## config.mk

```make
export PLATFORM = sky130hd
export DESIGN_NAME = sbo_divstep
export DESIGN_NICKNAME = d
export VERILOG_FILES = /design/src/design/sbo_pkg.sv /design/src/design/sbo_divstep.sv
export SDC_FILE = /design/constraint.sdc
export NUM_CORES = 1
export LEC_CHECK = 0
export BUFFER_PORTS_ARGS = -buffer_cell sky130_fd_sc_hd__buf_2
export CORE_AREA = 2 2 39 41
export DETAILED_ROUTE_END_ITERATION = 16
export DIE_AREA = 0 0 41 43
export PLACE_DENSITY = 0.69
export SLEW_MARGIN = 5
export SYNTH_ARGS = -nofsm -noshare
export SYNTH_HDL_FRONTEND = slang
export SYNTH_SLANG_ARGS = --single-unit
```

## constraint.sdc

```tcl
create_clock -name vclk -period 4.4
set_clock_uncertainty 0.1 [all_clocks]
set_input_delay 0.44 -clock vclk [all_inputs]
set_output_delay 0.44 -clock vclk [all_outputs]
set_load 0.02 [all_outputs]
```

## src/design/sbo_pkg.sv

```systemverilog
// Shared types, codes and helpers for the sparse block occupancy octree mask.
`timescale 1ns / 1ps
`default_nettype none
package sbo_pkg;

    localparam logic CMD_LOAD  = 1'b0;
    localparam logic CMD_QUERY = 1'b1;

    localparam logic [2:0] CFG_GRID_X     = 3'd0;
    localparam logic [2:0] CFG_GRID_Y     = 3'd1;
    localparam logic [2:0] CFG_GRID_Z     = 3'd2;
    localparam logic [2:0] CFG_BLOCK_SIZE = 3'd3;
    localparam logic [2:0] CFG_THRESHOLD  = 3'd4;

    localparam int WORD_BITS = 64;

    // One step of the shared subtract/compare unit.
    typedef struct packed {
        logic       ge;
        logic [6:0] rem;
        logic [5:0] quo;
    } div_res_t;

    // Absolute value that saturates the most negative code.
    function automatic logic signed [31:0] sat_abs(input logic signed [31:0] v);
        logic signed [31:0] r;
        begin
            if (v == 32'sh8000_0000)
                r = 32'sh7FFF_FFFF;
            else if (v < 0)
                r = -v;
            else
                r = v;
            return r;
        end
    endfunction

endpackage
`default_nettype wire

```

## src/design/sbo_divstep.sv

```systemverilog
// Shared subtract/compare unit: one restoring step of a division by block size.
`timescale 1ns / 1ps
`default_nettype none
module sbo_divstep (
    input  wire logic [6:0]       num,
    input  wire logic [3:0]       den,
    input  wire logic [5:0]       quo,
    output sbo_pkg::div_res_t     res
);
    import sbo_pkg::*;

    logic [6:0] diff;

    assign diff    = num - {3'b000, den};
    assign res.ge  = (num >= {3'b000, den});
    assign res.rem = res.ge ? diff : num;
    assign res.quo = res.ge ? quo + 6'd1 : quo;

endmodule
`default_nettype wire

```

==> run_results.csv <==
group,metric,value,unit
routing,drc,0,
global_routing,use_met2,0.1813,
critical_path,startpoint_type,"primary input",
floorplan,fp.coreArea,0.001384,mm^2
placement,pre_cts_ws,1.717,ns
power_and_ir_drop,netSwitchingPower,0.00005260,W
timing,slew_headroom,0.6801,
timing,finalCriticalPeriod,2.668,ns
floorplan,io_pins,31,
logic_synthesis,yosys.cell_types.count,28,
clocking,cts.repair.resized,0,
critical_path,arrival,2.13,ns
clocking,cts_hold_buf,0,
floorplan,die_y,43,um
timing,setup_slack,1.732,ns
global_routing,gr-max-usage-layer,"met2",
critical_path,crit_required,3.86,ns
routing,routedWlPerCell,10.01,um
placement,gp_congestion,0.7106,
cells_and_area,seq_area,0,um^2
power_and_ir_drop,p_int,0.00004049,W
cells_and_area,fin_area,628.1,um^2
cells_and_area,antenna_cells,0,
routing,vias_per_cell,5.071,
timing,final_max_slew_viol_count,0,
logic_synthesis,netlist_instances,53,
critical_path,cp_num_buf_inv,2,
cells_and_area,synthToLayoutAreaGrowth,35.31,%
floorplan,dieArea,0.001763,mm^2
routing,drt-total-wl,991,um
global_routing,grt_use_met1,0.1519,
power_and_ir_drop,leakagePower,0.3213,nW
clocking,post-cts-setup-buffer-count,0,
timing,finalHoldViolations,0,
global_routing,first_global_vias,387,
global_routing,grt_max_degree,10,
placement,dpl.hpwl,875.9,um
power_and_ir_drop,ir_worst_vdd,0.00004838,V
critical_path,cpPeakStageDelay,0.39,ns
hold_path,hold_depth,3,
floorplan,initial_core_util,0.3354,
logic_synthesis,syn_nets,77,
timing,timing.final.crit_share,0.6065,
hold_path,worstHoldStart,"quo[5]",
critical_path,path_delay_family,"compound AO/OA/AOI/OAI gates",
routing,ant_nets,0,
hold_path,min_path_type,"primary input to output pin",
power_and_ir_drop,combPwrFrac,1.000,
critical_path,end_kind,"output pin",
floorplan,placementRows,14,
power_and_ir_drop,power_frac_clock,0,
run_status,status,"complete, no violations",
critical_path,crit_cells,7,
cells_and_area,n_sequential_cell,0,
hold_path,hold_end,"res[5]",
floorplan,die_w,41,um
critical_path,crit_path_frequent_cell,"buf_2",
routing,vias,502,
logic_synthesis,ys_warn_count,0,
global_routing,antenna_found_initial,0,
timing,setup_tns,0,ns
power_and_ir_drop,sw_frac_of_total,0.5651,
critical_path,cpMaxStageDelayCell,"o31a_1",
cells_and_area,fin_nets,109,
routing,drt_iter0_drc,1,
timing,max_freq,0.3747,GHz
cells_and_area,nFillCells,142,
job,drv_cap,0,
placement,dpl-instance-area,628.1,um^2
power_and_ir_drop,p_seq_frac,0,
cells_and_area,drive_gt1_frac,0.4819,
cells_and_area,clock_buffers,0,
timing,worst_pin_slew,0.4799,ns
critical_path,worstPathMaxFanout,9,
timing,rsz0062_at_grt,"no",
logic_synthesis,syn_avg_cell_area,8.758,um^2
global_routing,grt_usage,0.1059,
placement,port_buffers,31,
global_routing,grt_pass1_wl,1421,um
power_and_ir_drop,power_density,148.2,mW/mm^2
routing,drt-pass1-iter-count,4,
logic_synthesis,netlist_area,464.2,um^2
critical_path,crit_type,"primary input to output pin",
global_routing,grt_use_met3,0,
logic_synthesis,seq_area_frac_synth,0,
timing,setup_viol,0,
critical_path,cp_cell_sequence,"buf_2 -> ha_1 -> nor2b_4 -> o31a_1 -> nor2_8 -> mux2_4 -> buf_2",
cells_and_area,postLayoutCoreUtil,0.4539,
global_routing,grt.overflow.total,0,
kinds of logic after synthesis:
logic type / Yosys count / synth area share
AO/OA/AOI/OAI: 15 / 0.2507
AND/OR/NAND/NOR: 11 / 0.1860
buffers and inverters: 8 / 0.08087
adder cells (fa/ha/maj): 7 / 0.2048
XOR/XNOR: 6 / 0.1132
multiplexers: 6 / 0.1644
metal layers:
| layer | up-vias | wire length (um) |
|---|---|---|
| li1 | 258 | - |
| met1 | 229 | 456 |
| met2 | 15 | 482 |
| met3 | 0 | 52 |
| met4 | 0 | 0 |
| met5 | - | 0 |
per-stage QoR:
stage	power (W)	std cells	hold WS (ns)
final	0.00009310	99	1.069
after global routing	0.0001023	99	1.082
after CTS	0.00009422	99	1.072
after detailed placement	0.00009389	99	1.072
after global placement	0.00009266	99	1.067
after floorplan	0.00006657	53	0.9224
final cells by class:
class              instances  area (um^2)  share of cell area
inverters                  7        26.28             0.04183
repair buffers            31        155.1              0.2470
multi-input cells         45        426.7              0.6793
well taps                 16        20.02             0.03187
synth_stat cells, types with 2 or more instances:
cell	n	area (um^2)
ha_1	6	75.07
inv_1	7	26.28
mux2_4	3	45.04
mux2i_1	2	20.02
nor2_1	3	11.26
nor3_1	2	10.01
o2111ai_1	2	17.52
o21ai_0	4	20.02
xnor2_1	5	43.79
worst max-delay path by stage:
stage | startpoint | end | slack, ns
2_1_floorplan | num[0] | res[12] | 1.94
3_3_place_gp | num[1] | res[1] | 1.75
3_5_place_dp | num[1] | res[1] | 1.72
4_1_cts | num[1] | res[1] | 1.72
5_1_grt | num[0] | res[12] | 1.61
6_report | num[1] | res[1] | 1.73
layout by cell type, fill, tap and decap left out, drive strengths merged:
cell type / instances
and3: 1
mux2: 4
o311ai: 1
inv: 7
fa: 1
buf: 31
o21a: 1
nor3: 3
a41o: 1
xnor2: 5
o31a: 1
a41oi: 1
mux2i: 2
and4: 1
xor2: 1
nor2b: 1
a21o: 1
o2111ai: 2
ha: 6
a21boi: 1
nand2: 1
nor2: 4
o211ai: 1
o21ai: 4
a21oi: 1
power groups by stage:
stage	registers (W)	logic (W)	clock network [W]
detailed placement	0	0.0000939	0
floorplan	0	0.0000666	0
finish	0	0.0000931	0
global route	0	0.000102	0
global placement	0	0.0000927	0
CTS	0	0.0000942	0
(Power assumes the default switching activity.)
